`src/rtl/kef_pkg.sv`:
```
// Shared definitions for the keypad event FIFO register block.
// Holds sizes, register addresses, request codes and the key-event struct.
// No dependencies.
package kef_pkg;

  // Sizes
  localparam int FIFO_DEPTH = 10;
  localparam int KEY_STRIDE = 10;
  localparam int NUM_ROWS   = 8;
  localparam int NUM_COLS   = 10;

  localparam int PTR_W   = (FIFO_DEPTH > 1) ? $clog2(FIFO_DEPTH) : 1;
  localparam int COUNT_W = 4;
  localparam int SUM_W   = COUNT_W + 1;

  // Request kinds carried on tuser
  localparam logic [1:0] REQ_READ  = 2'd0;
  localparam logic [1:0] REQ_WRITE = 2'd1;
  localparam logic [1:0] REQ_KEY   = 2'd2;

  // Register addresses
  localparam logic [7:0] ADDR_CFG       = 8'h01;
  localparam logic [7:0] ADDR_INT_STAT  = 8'h02;
  localparam logic [7:0] ADDR_COUNT     = 8'h03;
  localparam logic [7:0] ADDR_POP       = 8'h04;
  localparam logic [7:0] ADDR_ROW_EN    = 8'h1D;
  localparam logic [7:0] ADDR_COL_EN_LO = 8'h1E;
  localparam logic [7:0] ADDR_COL_EN_HI = 8'h1F;

  // Bit positions and masks
  localparam int         CFG_IRQ_EN_BIT = 7;
  localparam logic [6:0] KEY_MASK       = 7'h7F;

  // Result of checking and encoding one key event
  typedef struct packed {
    logic       hit;
    logic [7:0] code;
  } key_evt_t;

endpackage

```
`src/rtl/keypad_event_fifo_registers_core.sv`:
```
// Keypad event FIFO register block, top level.
// Depends on kef_pkg, kef_key_encode and kef_event_ram.
//
// Usage:
//   Input words arrive on s_tvalid/s_tready/s_tdata/s_tuser. tuser carries
//   the request kind (register read, register write, key event). Every input
//   word yields exactly one output word on m_tvalid/m_tready/m_tdata holding
//   the read byte (zero for writes and key events) and the interrupt line.
//   Key events that pass the row/column enables are pushed into a ten-entry
//   event store held in a synchronous RAM; a read of the pop register reads
//   the oldest entry back.
// Timing and flow:
//   Most words finish in the output register at the edge the word is accepted,
//   and a new word can be taken every cycle while the output register drains.
//   A pop from a non-empty FIFO passes through the registered RAM read port
//   and the ST_POP state before its byte reaches the output; no word is accepted in ST_POP.
// Reset (rst, synchronous): clears config, enables, interrupt flag, head and
//   count; RAM contents are not cleared and only counted entries are read.
// Stall: while the output word is held and m_tready is low, s_tready stays
//   low; the output register frees the input side as soon as it drains.
module keypad_event_fifo_registers_core (
  input  logic        clk,
  input  logic        rst,
  input  logic        s_tvalid,
  output logic        s_tready,
  // s_tdata, from bit 0: reg_addr[7:0], write_data[7:0], key_row[2:0],
  //   key_col[3:0], key_pressed
  input  logic [23:0] s_tdata,
  // s_tuser, from bit 0: req_type[1:0]
  input  logic [1:0]  s_tuser,
  output logic        m_tvalid,
  input  logic        m_tready,
  // m_tdata, from bit 0: read_data[7:0], irq_active, zero fill [6:0]
  output logic [15:0] m_tdata
);

  typedef enum logic {ST_IDLE, ST_POP} state_t;

  state_t state;

  // Register state
  logic [7:0]                  cfg_reg,      cfg_reg_next;
  logic                        key_int_flag, key_int_flag_next;
  logic [7:0]                  row_enable,   row_enable_next;
  logic [9:0]                  col_enable,   col_enable_next;
  logic [kef_pkg::PTR_W-1:0]   fifo_head,    fifo_head_next;
  logic [kef_pkg::COUNT_W-1:0] fifo_count,   fifo_count_next;

  logic                        accept;
  logic [1:0]                  req_type;
  logic [7:0]                  reg_addr;
  logic [7:0]                  write_data;
  logic [2:0]                  key_row;
  logic [3:0]                  key_col;
  logic                        key_pressed;

  kef_pkg::key_evt_t           evt;
  logic [7:0]                  rd_now;
  logic                        pop_hit;
  logic                        push;
  logic                        irq_next;
  logic [kef_pkg::SUM_W-1:0]   wr_sum;
  logic [kef_pkg::SUM_W-1:0]   wr_wrap;
  logic [kef_pkg::PTR_W-1:0]   wr_ptr;
  logic [kef_pkg::PTR_W-1:0]   head_inc;
  logic [7:0]                  ram_rdata;

  // Unpack the input word
  assign req_type    = s_tuser;
  assign reg_addr    = s_tdata[7:0];
  assign write_data  = s_tdata[15:8];
  assign key_row     = s_tdata[18:16];
  assign key_col     = s_tdata[22:19];
  assign key_pressed = s_tdata[23];

  // Take a word when idle and the output register is free or draining
  assign s_tready = (state == ST_IDLE) && (!m_tvalid || m_tready);
  assign accept   = s_tvalid && s_tready;

  kef_key_encode u_encode (
    .key_row     (key_row),
    .key_col     (key_col),
    .key_pressed (key_pressed),
    .row_enable  (row_enable),
    .col_enable  (col_enable),
    .evt         (evt)
  );

  // Tail pointer: head + count, wrapped once
  assign wr_sum  = kef_pkg::SUM_W'(fifo_head) + kef_pkg::SUM_W'(fifo_count);
  assign wr_wrap = (wr_sum >= kef_pkg::SUM_W'(kef_pkg::FIFO_DEPTH))
                   ? wr_sum - kef_pkg::SUM_W'(kef_pkg::FIFO_DEPTH) : wr_sum;
  assign wr_ptr  = wr_wrap[kef_pkg::PTR_W-1:0];

  assign head_inc = (fifo_head == kef_pkg::PTR_W'(kef_pkg::FIFO_DEPTH - 1))
                    ? '0 : fifo_head + 1'b1;

  // Decode the word and form the next register values
  always_comb begin
    cfg_reg_next      = cfg_reg;
    key_int_flag_next = key_int_flag;
    row_enable_next   = row_enable;
    col_enable_next   = col_enable;
    fifo_head_next    = fifo_head;
    fifo_count_next   = fifo_count;
    rd_now            = 8'd0;
    pop_hit           = 1'b0;
    push              = 1'b0;
    if (accept) begin
      unique case (req_type)
        kef_pkg::REQ_READ: begin
          unique case (reg_addr)
            kef_pkg::ADDR_CFG:       rd_now = cfg_reg;
            kef_pkg::ADDR_INT_STAT:  rd_now = {7'd0, key_int_flag};
            kef_pkg::ADDR_COUNT:     rd_now = 8'(fifo_count);
            kef_pkg::ADDR_POP: begin
              if (fifo_count != '0) begin
                pop_hit         = 1'b1;
                fifo_head_next  = head_inc;
                fifo_count_next = fifo_count - 1'b1;
              end
            end
            kef_pkg::ADDR_ROW_EN:    rd_now = row_enable;
            kef_pkg::ADDR_COL_EN_LO: rd_now = col_enable[7:0];
            kef_pkg::ADDR_COL_EN_HI: rd_now = {6'd0, col_enable[9:8]};
            default:                 rd_now = 8'd0;
          endcase
        end
        kef_pkg::REQ_WRITE: begin
          unique case (reg_addr)
            kef_pkg::ADDR_CFG:       cfg_reg_next = write_data;
            kef_pkg::ADDR_INT_STAT: begin
              if (write_data[0]) begin
                key_int_flag_next = 1'b0;
              end
            end
            kef_pkg::ADDR_ROW_EN:    row_enable_next = write_data;
            kef_pkg::ADDR_COL_EN_LO: col_enable_next = {col_enable[9:8], write_data};
            kef_pkg::ADDR_COL_EN_HI: col_enable_next = {write_data[1:0], col_enable[7:0]};
            default: ;
          endcase
        end
        kef_pkg::REQ_KEY: begin
          if (evt.hit && (fifo_count < kef_pkg::COUNT_W'(kef_pkg::FIFO_DEPTH))) begin
            push            = 1'b1;
            fifo_count_next = fifo_count + 1'b1;
            if (cfg_reg[kef_pkg::CFG_IRQ_EN_BIT]) begin
              key_int_flag_next = 1'b1;
            end
          end
        end
        default: ;
      endcase
    end
  end

  assign irq_next = key_int_flag_next && cfg_reg_next[kef_pkg::CFG_IRQ_EN_BIT];

  // Event store; a push and a pop never share an edge, and a pop issued
  // in the cycle after a push sees the written word
  kef_event_ram u_ram (
    .clk   (clk),
    .we    (push),
    .waddr (wr_ptr),
    .wdata (evt.code),
    .re    (pop_hit),
    .raddr (fifo_head),
    .rdata (ram_rdata)
  );

  // Hold the register state
  always_ff @(posedge clk) begin
    if (rst) begin
      cfg_reg      <= 8'd0;
      key_int_flag <= 1'b0;
      row_enable   <= 8'd0;
      col_enable   <= 10'd0;
      fifo_head    <= '0;
      fifo_count   <= '0;
    end else begin
      cfg_reg      <= cfg_reg_next;
      key_int_flag <= key_int_flag_next;
      row_enable   <= row_enable_next;
      col_enable   <= col_enable_next;
      fifo_head    <= fifo_head_next;
      fifo_count   <= fifo_count_next;
    end
  end

  // Sequence the pop and drive the output register
  always_ff @(posedge clk) begin
    if (rst) begin
      state    <= ST_IDLE;
      m_tvalid <= 1'b0;
    end else begin
      if (m_tvalid && m_tready) begin
        m_tvalid <= 1'b0;
      end
      unique case (state)
        ST_IDLE: begin
          if (accept) begin
            m_tdata[15:8] <= {7'd0, irq_next};
            if (pop_hit) begin
              state <= ST_POP;
            end else begin
              m_tdata[7:0] <= rd_now;
              m_tvalid     <= 1'b1;
            end
          end
        end
        ST_POP: begin
          m_tdata[7:0] <= ram_rdata;
          m_tvalid     <= 1'b1;
          state        <= ST_IDLE;
        end
        default: state <= ST_IDLE;
      endcase
    end
  end

  // Checks
  a_pop_slot_free: assert property (@(posedge clk) disable iff (rst)
    (state == ST_POP) |-> !m_tvalid)
    else $error("pop data would overwrite a pending output word");

  a_count_bound: assert property (@(posedge clk) disable iff (rst)
    fifo_count <= kef_pkg::COUNT_W'(kef_pkg::FIFO_DEPTH))
    else $error("event count above FIFO depth");

  a_head_bound: assert property (@(posedge clk) disable iff (rst)
    fifo_head < kef_pkg::PTR_W'(kef_pkg::FIFO_DEPTH - 1) + 1'b1
    || kef_pkg::FIFO_DEPTH == (1 << kef_pkg::PTR_W))
    else $error("head pointer out of range");

  a_pop_sequence: assert property (@(posedge clk) disable iff (rst)
    pop_hit |=> (state == ST_POP) && (fifo_count == $past(fifo_count) - 1'b1))
    else $error("pop did not enter the read cycle or update the count");

  a_pop_result: assert property (@(posedge clk) disable iff (rst)
    (state == ST_POP) |=> m_tvalid && (state == ST_IDLE))
    else $error("pop result not delivered after the read cycle");

endmodule

```
`src/rtl/kef_event_ram.sv`:
```
// Event store: synchronous memory, one write port and one registered read port.
// Depends on kef_pkg for depth and pointer width.
module kef_event_ram (
  input  logic                    clk,
  input  logic                    we,
  input  logic [kef_pkg::PTR_W-1:0] waddr,
  input  logic [7:0]              wdata,
  input  logic                    re,
  input  logic [kef_pkg::PTR_W-1:0] raddr,
  output logic [7:0]              rdata
);

  logic [7:0] mem [kef_pkg::FIFO_DEPTH];

  // Write the pushed event
  always_ff @(posedge clk) begin
    if (we) begin
      mem[waddr] <= wdata;
    end
  end

  // Register the read word
  always_ff @(posedge clk) begin
    if (re) begin
      rdata <= mem[raddr];
    end
  end

endmodule

```
`src/rtl/kef_key_encode.sv`:
```
// Key event check and encode: row/column range and enable test, event byte.
// Depends on kef_pkg for sizes and the key_evt_t struct.
module kef_key_encode (
  input  logic [2:0]        key_row,
  input  logic [3:0]        key_col,
  input  logic              key_pressed,
  input  logic [7:0]        row_enable,
  input  logic [9:0]        col_enable,
  output kef_pkg::key_evt_t evt
);

  logic       row_ok;
  logic       col_ok;
  logic [7:0] key_num;

  // Accept only rows and columns in range whose enable bit is set
  assign row_ok = (key_row < 3'(kef_pkg::NUM_ROWS - 1) + 3'd1 || kef_pkg::NUM_ROWS == 8)
                  && row_enable[key_row];
  assign col_ok = (key_col < 4'(kef_pkg::NUM_COLS)) && col_enable[key_col];

  // Key number: row * stride + col + 1, kept to seven bits
  assign key_num = 8'({5'd0, key_row} * 8'(kef_pkg::KEY_STRIDE)) + {4'd0, key_col} + 8'd1;

  assign evt.hit  = row_ok && col_ok;
  assign evt.code = {key_pressed, key_num[6:0] & kef_pkg::KEY_MASK};

endmodule
```
`config.mk`:
```
export PLATFORM = sky130hd
export DESIGN_NAME = keypad_event_fifo_registers_core
export DESIGN_NICKNAME = d
export VERILOG_FILES = /design/src/rtl/kef_pkg.sv /design/src/rtl/keypad_event_fifo_registers_core.sv /design/src/rtl/kef_event_ram.sv /design/src/rtl/kef_key_encode.sv
export SDC_FILE = /design/constraint.sdc
export NUM_CORES = 1
export LEC_CHECK = 0
export ABC_AREA = 0
export BUFFER_PORTS_ARGS = -buffer_cell sky130_fd_sc_hd__buf_2
export CAP_MARGIN = 20
export CORE_MARGIN = 2
export CORE_UTILIZATION = 25
export CTS_BUF_LIST = sky130_fd_sc_hd__clkbuf_4 sky130_fd_sc_hd__clkbuf_8 sky130_fd_sc_hd__clkbuf_16
export DETAILED_ROUTE_END_ITERATION = 12
export SYNTH_ARGS = -nofsm -noshare
export SYNTH_HDL_FRONTEND = slang
export SYNTH_HIERARCHICAL = 1
export SYNTH_SLANG_ARGS = --single-unit
export TNS_END_PERCENT = 10
```
`constraint.sdc`:
```
create_clock -name clk -period 3.8 [get_ports clk]
set_input_delay 0.38 -clock clk [delete_from_list [all_inputs] [get_ports clk]]
set_output_delay 0.38 -clock clk [all_outputs]
set_load 0.1 [all_outputs]
```
==> metrics.md, run 1 <==
| Metric | Value |
|---|---|
| Hold WS | `0.246 ns` |
| # DRC | `0` |
| Fin. max-slew vios | `0` |
| Seq cells post-synth | `134` |
| Post-synthesis cell type count | `59` |
| CTS Hold Bufs | `0` |
| Worst path required time | `3.92 ns` |
| Flop pwr share | `0.462` |
| Max cap viols | `0` |
| Root Driver | `clkbuf_16` |
| Grt ovf | `0` |
| First-pass GRT wire length | `23,200 µm` |
| Layout cells sized above 1 | `0.230` |
| Most used cell, CP | `ha_1` |
| Final Skew | `0.00973 ns` |
| # clock sinks | `134` |
| CTS max path bufs | `2` |
| CP max stage delay | `0.51 ns` |
| Slowest CP cell | `or3b_2` |
| Ordered cell list for the critical path | `ha_1, fa_1, xnor2_1, ha_1, nand2_1, a21boi_0, mux2i_1, or3b_2, nor3_1, buf_4` |
| Synth warn | `6` |
| Switching Share | `0.240` |
| CP delay by family, top | `adder cells` |
| CTS H-tree depth | `4` |
| Worst hold path type | `input pin to flop` |
| Fin crit share | `0.854` |
| Worst setup EP type | `flop` |
| Ant. Diodes | `0` |
| Setup CP Type | `flop to flop` |
| Post-synth ARST share | `0` |
| Pleak | `2.63 nW` |
| Initial Utilization | `0.254` |
| Postcts setup bufs | `0` |
| Cell Int Power | `2.64 mW` |
| RSZ-0062 raised after global routing | `false` |
| CP Max Fanout | `8` |
| CTS clk-pin slew, worst paths | `0.06 ns` |
| Regs by FF count | `u_ram/mem x80, col_enable x10, m_tdata x9` |
| Power density over cell area | `459 nW/µm²` |
| Routed Antenna Nets | `0` |
| Dominant synthesized flop cell | `edfxtp_1` |
| TritonCTS clock tree | `done` |
| Final Setup Violations | `0` |
| Via count | `4,158` |
| Post-Place Setup Slack | `0.567 ns` |
| Vias/cell | `4.64` |
| Routed wire length | `14,900 µm` |
| Std-Cell Rows | `58` |
| Core Region | `25,200 µm²` |
| Sw power | `0.833 mW` |
| Design Area, Final | `7550 µm²` |
| EDFF count, synth | `97` |
| Final WS setup | `0.555 ns` |
| Layout Utilization | `0.300` |
| Post_cts resized | `0` |
| Post-DP HPWL | `10,200 µm` |
| Largest net degree at the start of global routing | `44` |
| Final cell count without fillers | `896` |
| Cell Area, Synth | `6400 µm²` |
| DIE HEIGHT | `164 µm` |
| Final hold vios | `0` |
| DR iter-0 viols | `279` |
| Highest clock rate | `0.308 GHz` |
| Initial antenna violation count | `0` |
| DP Cell Count | `863` |
| Status | `finished, final reports clean` |
| Total CTS buffers | `17` |
| Final nets | `603` |
| Setup_tns | `0 ns` |
| Syn Area/Cell | `12.8 µm²` |
| Max-slew headroom | `0.386` |
| I/O pins | `48` |
| Port bufs | `40` |
| Synth Instances | `500` |
| Placed instance area | `6960 µm²` |
| Vias in the first global route | `4,153` |
| Clock Latency Late Sink | `0.42 ns` |
| Crit path launch type | `flop` |
| Max reg flops | `80` |
| Data arrival, critical path | `3.37 ns` |
| Clk network pwr share | `0.463` |
| Die Area | `26,900 µm²` |
| Placer congestion estimate | `0.785` |
| Gate power share | `0.074` |
| Max rail drop VDD | `0.274 mV` |
| GRT Util Overall | `0.114` |
| Die W | `164 µm` |
| CP bufs+invs | `1` |
| Area grow syn2layout | `18.0%` |
| Tot Pwr | `3.47 mW` |
| Slew @ Worst Pin | `0.918 ns` |
| Routed len/inst | `16.6 µm` |
| Final Critical Period | `3.25 ns` |
| Post-synthesis sequential area ratio | `0.571` |
| Reg with most FFs | `u_ram/mem` |
| First-pass DRT Iterations | `5` |
[power by group through the flow]
stage / Combinational [mW] / Clock, mW / Sequential [mW]
detailed placement: 0.254 / 0 / 1.64
finish: 0.258 / 1.61 / 1.60
global route: 0.278 / 1.69 / 1.60
CTS: 0.255 / 1.63 / 1.60
global placement: 0.250 / 0 / 1.64
floorplan: 0.136 / 0 / 1.66
[cell usage in the layout (no fill, tap or decap), types with 10 or more instances in the layout]
master / n
a21oi_1: 19
a22o_1: 19
buf_2: 40
buf_4: 18
clkbuf_16: 17
dfxtp_1: 36
edfxtp_1: 97
ha_1: 17
inv_1: 12
mux2_2: 28
mux2i_1: 39
nand2_1: 33
nor2_1: 41
o21ai_0: 10
[final timing paths]
check	cells after the start	slack (ns)	to	from
setup / recovery	10	0.55	u_ram/mem[0][4]$_DFFE_PP_	fifo_count[0]$_SDFFE_PP0P_
hold / removal	3	0.25	row_enable[3]$_SDFFE_PP0P_	s_tdata[11]
setup reg to reg	10	0.55	u_ram/mem[0][4]$_DFFE_PP_	fifo_count[0]$_SDFFE_PP0P_
hold reg to reg	2	0.48	col_enable[3]$_SDFFE_PP0P_	col_enable[3]$_SDFFE_PP0P_
[final cells by class]
class                           instances  area [µm²]
Clock buffer                           18         433
Clock inverter                         14         151
Fill cell                            2534       17600
Inverter                               12        45.0
Multi-Input combinational cell        330        2520
Sequential cell                       134        3650
Tap cell                              330         413
Timing Repair Buffer                   58         335
[synth_stat cells (4+ instances only)]
cell / count / share of area
a21o_1: 6 / 0.0070
a21oi_1: 19 / 0.015
a22o_1: 19 / 0.026
a22oi_1: 6 / 0.0070
and3_1: 4 / 0.0039
buf_4: 8 / 0.0094
clkbuf_1: 10 / 0.0059
dfxtp_1: 37 / 0.12
edfxtp_1: 97 / 0.45
ha_1: 17 / 0.033
inv_1: 12 / 0.0070
mux2_2: 28 / 0.049
mux2i_1: 39 / 0.061
nand2_1: 33 / 0.019
nand2b_1: 5 / 0.0049
nand3b_1: 4 / 0.0047
nand4_1: 9 / 0.0088
nor2_1: 41 / 0.024
nor2b_1: 7 / 0.0068
nor3_1: 9 / 0.0070
o21ai_0: 10 / 0.0078
o22ai_1: 8 / 0.0078
o31ai_1: 8 / 0.0094
xnor2_1: 9 / 0.012
xor2_1: 4 / 0.0055
[tightest hold or removal path, delay by kind of cell]
kind | cells | cell delay, ns
muxes | 1 | 0.07
buffers and inverters | 1 | 0.11
and+or+nand+nor | 1 | 0.07
[layer usage]
layer,vias up,part of all wire,track usage
met5,-,0,0
met4,0,0.017,0.0459
met3,14,0.037,0.0212
met2,90,0.47,0.183
met1,2070,0.48,0.153
li1,1984,-,-
[logic make-up (layout without fill, tap and decap cells)]
family / Yosys count / after routing / share of synthesized area
compound gates: 88 / 88 / 0.0961
mux: 71 / 71 / 0.125
other cells: 1 / 7 / 0.000586
fa+ha+maj: 20 / 20 / 0.0426
flops: 134 / 134 / 0.571
buf+inv: 42 / 102 / 0.0391
xor+xnor: 13 / 13 / 0.0178
simple gates: 131 / 131 / 0.108
No activity file was read; power rests on OpenSTA's default activity.
==> run 2, diff against run 1 <==
--- a/config.mk
+++ b/config.mk
@@ -14,6 +14,5 @@
 export DETAILED_ROUTE_END_ITERATION = 12
 export SYNTH_ARGS = -nofsm -noshare
 export SYNTH_HDL_FRONTEND = slang
-export SYNTH_HIERARCHICAL = 1
 export SYNTH_SLANG_ARGS = --single-unit
 export TNS_END_PERCENT = 10
==> run 2 against run 1 <==
Sequential power about the same. Flip-flop and latch count unchanged. Clock skew about the same. Die area decreased by 2.0%. Final cell count shrank 2.2%. Worst setup slack got worse by 0.14 ns. Highest routed layer unchanged.
==> metrics.md, run 2 <==
| Metric | Value |
|---|---|
| Die Area | `26,400 µm²` |
| Highest clock rate | `0.296 GHz` |
| Seq cells post-synth | `134` |
| Largest family of logic cells by synthesized area | `multiplexers` |
| Crit path launch type | `flop` |
| Syn Area/Cell | `12.9 µm²` |
| Synth top area share | `0.464` |
| Clock Latency Late Sink | `0.43 ns` |
| Final hold vios | `0` |
| Power density over cell area | `467 nW/µm²` |
| Core Region | `24,500 µm²` |
| Via count | `4,126` |
| Worst setup EP type | `flop` |
| Std-Cell Rows | `57` |
| First-pass GRT wire length | `23,700 µm` |
| Post_cts resized | `0` |
| Vias/cell | `4.71` |
| Routed Antenna Nets | `0` |
| Final WS setup | `0.416 ns` |
| Initial Utilization | `0.257` |
| Largest net degree at the start of global routing | `40` |
| DR iter-0 viols | `430` |
| Post-Synth XOR/XNOR Area | `0.0167` |
| CTS H-tree depth | `4` |
| Initial antenna violation count | `0` |
| Synth Area in Adders | `0.0415` |
| CTS clk-pin slew, worst paths | `0.07 ns` |
| Compound-cell area share of the yosys netlist | `0.0945` |
| Slew @ Worst Pin | `0.837 ns` |
| CP Max Fanout | `21` |
| Die W | `162 µm` |
| EDFF count, synth | `97` |
| Most common cell in the netlist | `edfxtp_1` |
| Pleak | `2.53 nW` |
| Post-synthesis cell type count | `56` |
| Max cap viols | `0` |
| Max-slew headroom | `0.439` |
| Layout cells sized above 1 | `0.219` |
| Post-DP HPWL | `10,500 µm` |
| Fin crit share | `0.890` |
| Commonest non-fill, non-tap cell in the layout | `edfxtp_1` |
| CTS max path bufs | `2` |
| Multiplexer share of the synthesized area | `0.125` |
| Worst hold path type | `input pin to flop` |
| Postcts setup bufs | `0` |
| Routed len/inst | `17.3 µm` |
| RSZ-0062 raised after global routing | `false` |
| Grt ovf | `0` |
| Final Skew | `0.00962 ns` |
| Final Critical Period | `3.38 ns` |
| Yosys top cell by area | `edfxtp_1` |
| Setup_tns | `0 ns` |
| Synth Instances | `487` |
| Max reg flops | `80` |
| Root Driver | `clkbuf_16` |
| Setup CP Type | `flop to flop` |
| Area grow syn2layout | `19.1%` |
| Ant. Diodes | `0` |
| Post-synth ARST share | `0` |
| First-pass DRT Iterations | `4` |
| TritonCTS clock tree | `done` |
| Max rail drop VDD | `0.263 mV` |
| Worst path required time | `3.87 ns` |
| FILL cells | `2,438` |
| # DRC | `0` |
| Commonest cells in the netlist | `edfxtp_1, nor2_1, dfxtp_1` |
| Cell Area, Synth | `6270 µm²` |
| Reg2reg setup slack | `0.42 ns` |
| Port bufs | `40` |
| Synth warn | `0` |
| Status | `finished, final reports clean` |
| Final Setup Violations | `0` |
| Fin. max-slew vios | `0` |
| CTS Hold Bufs | `0` |
| Post-Place Setup Slack | `0.463 ns` |
| Data arrival, critical path | `3.45 ns` |
| Commonest non-fill, non-tap cells in the layout | `edfxtp_1, nor2_1, buf_2, dfxtp_1, mux2i_1` |
| Reg with most FFs | `u_ram.mem` |
| Dominant synthesized flop cell | `edfxtp_1` |
| Top post-synthesis cells by area | `edfxtp_1, dfxtp_1, mux4_2` |
| GRT Util Overall | `0.121` |
| I/O pins | `48` |
| Placer congestion estimate | `0.825` |
| # clock sinks | `134` |
| Final nets | `588` |
| DIE HEIGHT | `162 µm` |
| Total CTS buffers | `17` |
| Simple-gate portion of the synthesized area | `0.106` |
| Vias in the first global route | `4,139` |
| Regs by FF count | `u_ram.mem x80, col_enable x10, m_tdata x9` |
| Post-synthesis sequential area ratio | `0.582` |
| Routed wire length | `15,100 µm` |
==> run 2: cell count changes in the layout (fill, tap and decap cells not counted), moves of 6 or more <==
cell	change
nand2_1	-7
a22o_1	-17
a211oi_1	+7
o31ai_1	-8
o21ai_0	+6
mux4_2	+16
nand3_1	+12
mux2i_1	-9
nor2b_1	+8
a21oi_1	+10
mux2_2	-23
==> run 2: cell type report <==
| class | count | area, µm² | area share |
|---|---|---|---|
| sequential | 134 | 3650 | 0.489 |
| clock buffer | 17 | 425 | 0.0569 |
| inverter | 15 | 56.3 | 0.00754 |
| timing repair buffer | 56 | 320 | 0.0429 |
| tap | 324 | 405 | 0.0543 |
| clock inverter | 15 | 178 | 0.0238 |
| multi-input combinational | 315 | 2430 | 0.326 |
==> run 2: cells by family after synthesis <==
kind of cell / after synthesis
buffers and inverters: 44
flip-flops: 134
adder cells (fa/ha/maj): 19
multiplexers: 54
AO/OA/AOI/OAI: 90
other: 1
AND/OR/NAND/NOR: 133
XOR/XNOR: 12
==> run 2: power by group <==
part	switching, mW	leakage [nW]	internal (mW)
clock network	0.738	0.291	0.887
logic	0.195	1.06	0.0646
registers	0.00386	1.18	1.60
==> run 2: per-stage QoR <==
| step | instance area, µm² | hold slack (ns) | util | std cells | power, mW |
|---|---|---|---|---|---|
| after global placement | 6870 | 0.463 | 0.281 | 844 | 1.89 |
| after CTS | 7470 | 0.217 | 0.305 | 876 | 3.52 |
| final | 7470 | 0.230 | 0.305 | 876 | 3.49 |
| after global routing | 7470 | 0.240 | 0.305 | 876 | 3.60 |
| after floorplan | 6300 | 0.437 | - | 493 | 1.80 |
| after detailed placement | 6870 | 0.467 | 0.281 | 844 | 1.89 |
==> run 2: path summary, 6_finish.rpt <==
kind                               from                         end  cells past startpoint
max           fifo_head[2]$_SDFFE_PP0P_   u_ram.mem[1][1]$_DFFE_PP_                      8
min                         s_tdata[12]     cfg_reg[4]$_SDFFE_PP0P_                      3
max reg2reg   fifo_head[2]$_SDFFE_PP0P_   u_ram.mem[1][1]$_DFFE_PP_                      8
min reg2reg  col_enable[2]$_SDFFE_PP0P_  col_enable[2]$_SDFFE_PP0P_                      2
==> run 2: worst max-delay path, stage by stage, from the launching register on <==
cell and delay, ns:
dfxtp_1 0.73, ha_1 0.38, xor2_1 0.33, inv_1 0.12, ha_1 0.28, nor2b_1 0.16
o211ai_1 0.24, nand4bb_1 0.22, nor2_1 0.56
==> run 2: per-layer routing <==
| layer | global-route usage | vias to the layer above | wire length, µm |
|---|---|---|---|
| li1 | - | 1942 | - |
| met5 | 0 | - | 0 |
| met4 | 0.0628 | 0 | 528 |
| met2 | 0.190 | 126 | 7100 |
| met1 | 0.154 | 2024 | 6630 |
| met3 | 0.0306 | 34 | 857 |
==> run 3, diff against run 2 <==
--- a/config.mk
+++ b/config.mk
@@ -10,9 +10,10 @@
 export CAP_MARGIN = 20
 export CORE_MARGIN = 2
 export CORE_UTILIZATION = 25
-export CTS_BUF_LIST = sky130_fd_sc_hd__clkbuf_4 sky130_fd_sc_hd__clkbuf_8 sky130_fd_sc_hd__clkbuf_16
+export CTS_BUF_LIST = sky130_fd_sc_hd__clkbuf_2 sky130_fd_sc_hd__clkbuf_4 sky130_fd_sc_hd__clkbuf_8
 export DETAILED_ROUTE_END_ITERATION = 12
 export SYNTH_ARGS = -nofsm -noshare
 export SYNTH_HDL_FRONTEND = slang
+export SYNTH_HIERARCHICAL = 1
 export SYNTH_SLANG_ARGS = --single-unit
 export TNS_END_PERCENT = 10
==> constraint.sdc (replaced) <==
create_clock -name clk -period 3.87 [get_ports clk]
set_input_delay 0.387 -clock clk [delete_from_list [all_inputs] [get_ports clk]]
set_output_delay 0.387 -clock clk [all_outputs]
set_load 0.1 [all_outputs]
==> run 3 against run 2 <==
Non-clock buffer count is the same. Core utilization shrank 1.6 points. Cell area shrank 2.3%. Power shrank 18%. Sequential share of layout area grew 1.1 points. Global-route usage shrank 0.48 points. Clock skew grew 0.0046 ns. Final cell count grew 2.1%. Highest routed layer unchanged.
==> metrics.md, run 3 (same netlist as run 1, synthesis figures left out) <==
| Metric | Value |
|---|---|
| Grt ovf | `0` |
| CTS Hold Bufs | `0` |
| Switching Share | `0.272` |
| CTS max path bufs | `2` |
| Final Skew | `0.0142 ns` |
| Worst path required time | `3.95 ns` |
| Commonest non-fill, non-tap cells in the layout | `edfxtp_1, nor2_1, buf_2, mux2i_1, dfxtp_1` |
| Final Setup Violations | `0` |
| Flop pwr share | `0.552` |
| Max rail drop VDD | `0.169 mV` |
| Clk network pwr share | `0.362` |
| DP Cell Count | `862` |
| Reg with most FFs | `u_ram/mem` |
| Final nets | `601` |
| Tot Pwr | `2.85 mW` |
| TritonCTS clock tree | `done` |
| Core Region | `25,200 µm²` |
| CTS H-tree depth | `4` |
| Port bufs | `40` |
| Commonest non-fill, non-tap cell in the layout | `edfxtp_1` |
| Vias/cell | `4.68` |
| Setup_tns | `0 ns` |
| Fin. max-slew vios | `0` |
| Post_cts resized | `0` |
| Largest net degree at the start of global routing | `44` |
| Data arrival, critical path | `3.67 ns` |
| CTS clk-pin slew, worst paths | `0.08 ns` |
| Highest clock rate | `0.279 GHz` |
| DIE HEIGHT | `164 µm` |
| First-pass GRT wire length | `23,400 µm` |
| Crit path launch type | `flop` |
| Routed wire length | `14,800 µm` |
| Slew @ Worst Pin | `0.977 ns` |
| Fin crit share | `0.927` |
| Gate power share | `0.087` |
| RSZ-0062 raised after global routing | `false` |
| Routed len/inst | `16.6 µm` |
| Final cell count without fillers | `894` |
| Max-slew headroom | `0.344` |
| First-pass DRT Iterations | `4` |
| Std-Cell Rows | `58` |
| Final hold vios | `0` |
| Max cap viols | `0` |
| Area grow syn2layout | `14.0%` |
| Die Area | `26,900 µm²` |
| Status | `finished, final reports clean` |
| Die W | `164 µm` |
| Via count | `4,180` |
| Root Driver | `clkbuf_8` |
| Initial antenna violation count | `0` |
| Final Critical Period | `3.59 ns` |
| Initial Utilization | `0.254` |
| Final WS setup | `0.282 ns` |
| Worst hold path type | `input pin to flop` |
| Ant. Diodes | `0` |
| Power density over cell area | `391 nW/µm²` |
| DR iter-0 viols | `330` |
| Setup CP Type | `flop to flop` |
| Regs by FF count | `u_ram/mem x80, col_enable x10, m_tdata x9` |
| Routed Antenna Nets | `0` |
| Worst setup EP type | `flop` |
| Post-Place Setup Slack | `0.259 ns` |
| Layout cells sized above 1 | `0.229` |
| Placer congestion estimate | `0.814` |
| # DRC | `0` |
| I/O pins | `48` |
| Postcts setup bufs | `0` |
| Clock Latency Late Sink | `0.46 ns` |
| Total CTS buffers | `17` |
| Max reg flops | `80` |
| GRT Util Overall | `0.116` |
| Post-DP HPWL | `10,300 µm` |
| Sw power | `0.774 mW` |
| Vias in the first global route | `4,102` |
| Cell Int Power | `2.08 mW` |
| Pleak | `2.52 nW` |
| # clock sinks | `134` |
| CP Max Fanout | `8` |
## run 3: worst max-delay path, stage by stage, from the launching register on
cell,delay (ns)
dfxtp_1,0.39
ha_1,0.24
fa_1,0.41
xnor2_1,0.30
ha_1,0.25
nand2_1,0.06
a21boi_0,0.31
mux2i_1,0.17
or3b_2,0.52
nor2_1,0.57
## run 3: power by group through the flow
stage                     combinational, mW  clock, mW  sequential, mW
after floorplan                       0.134          0            1.63
after global placement                0.245          0            1.61
after detailed placement              0.247          0            1.61
after CTS                             0.248       1.05            1.57
after global routing                  0.267       1.12            1.57
final                                 0.247       1.03            1.57
## run 3: final cells by class
| cell class | count | area, µm² |
|---|---|---|
| clock buffer | 18 | 241 |
| timing repair buffer | 56 | 320 |
| tap | 330 | 413 |
| sequential | 134 | 3650 |
| multi-input combinational | 330 | 2520 |
| clock inverter | 14 | 104 |
| fill | 2574 | 17900 |
| inverter | 12 | 45.0 |
## run 3: metal layers
layer	GRT usage	vias to the layer above	share of wire
met5	0	-	0
met4	0.0419	0	0.013
met3	0.0235	10	0.043
met2	0.183	110	0.47
met1	0.157	2085	0.47
li1	-	1975	-
## run 3: stage by stage
stage | instance area (µm²) | hold slack (ns) | util
after floorplan | 6430 | 0.440 | -
after global placement | 6960 | 0.461 | 0.276
after detailed placement | 6960 | 0.466 | 0.276
after CTS | 7300 | 0.195 | 0.290
after global routing | 7300 | 0.219 | 0.290
final | 7300 | 0.223 | 0.290
## run 3: path summary, 6_finish.rpt
| path | from | endpoint | slack [ns] | depth (start not counted) |
|---|---|---|---|---|
| setup / recovery | fifo_count[0]$_SDFFE_PP0P_ | u_ram/mem[2][4]$_DFFE_PP_ | 0.28 | 9 |
| hold / removal | s_tdata[11] | col_enable[3]$_SDFFE_PP0P_ | 0.22 | 3 |
| setup reg to reg | fifo_count[0]$_SDFFE_PP0P_ | u_ram/mem[2][4]$_DFFE_PP_ | 0.28 | 9 |
| hold reg to reg | col_enable[5]$_SDFFE_PP0P_ | col_enable[5]$_SDFFE_PP0P_ | 0.47 | 2 |
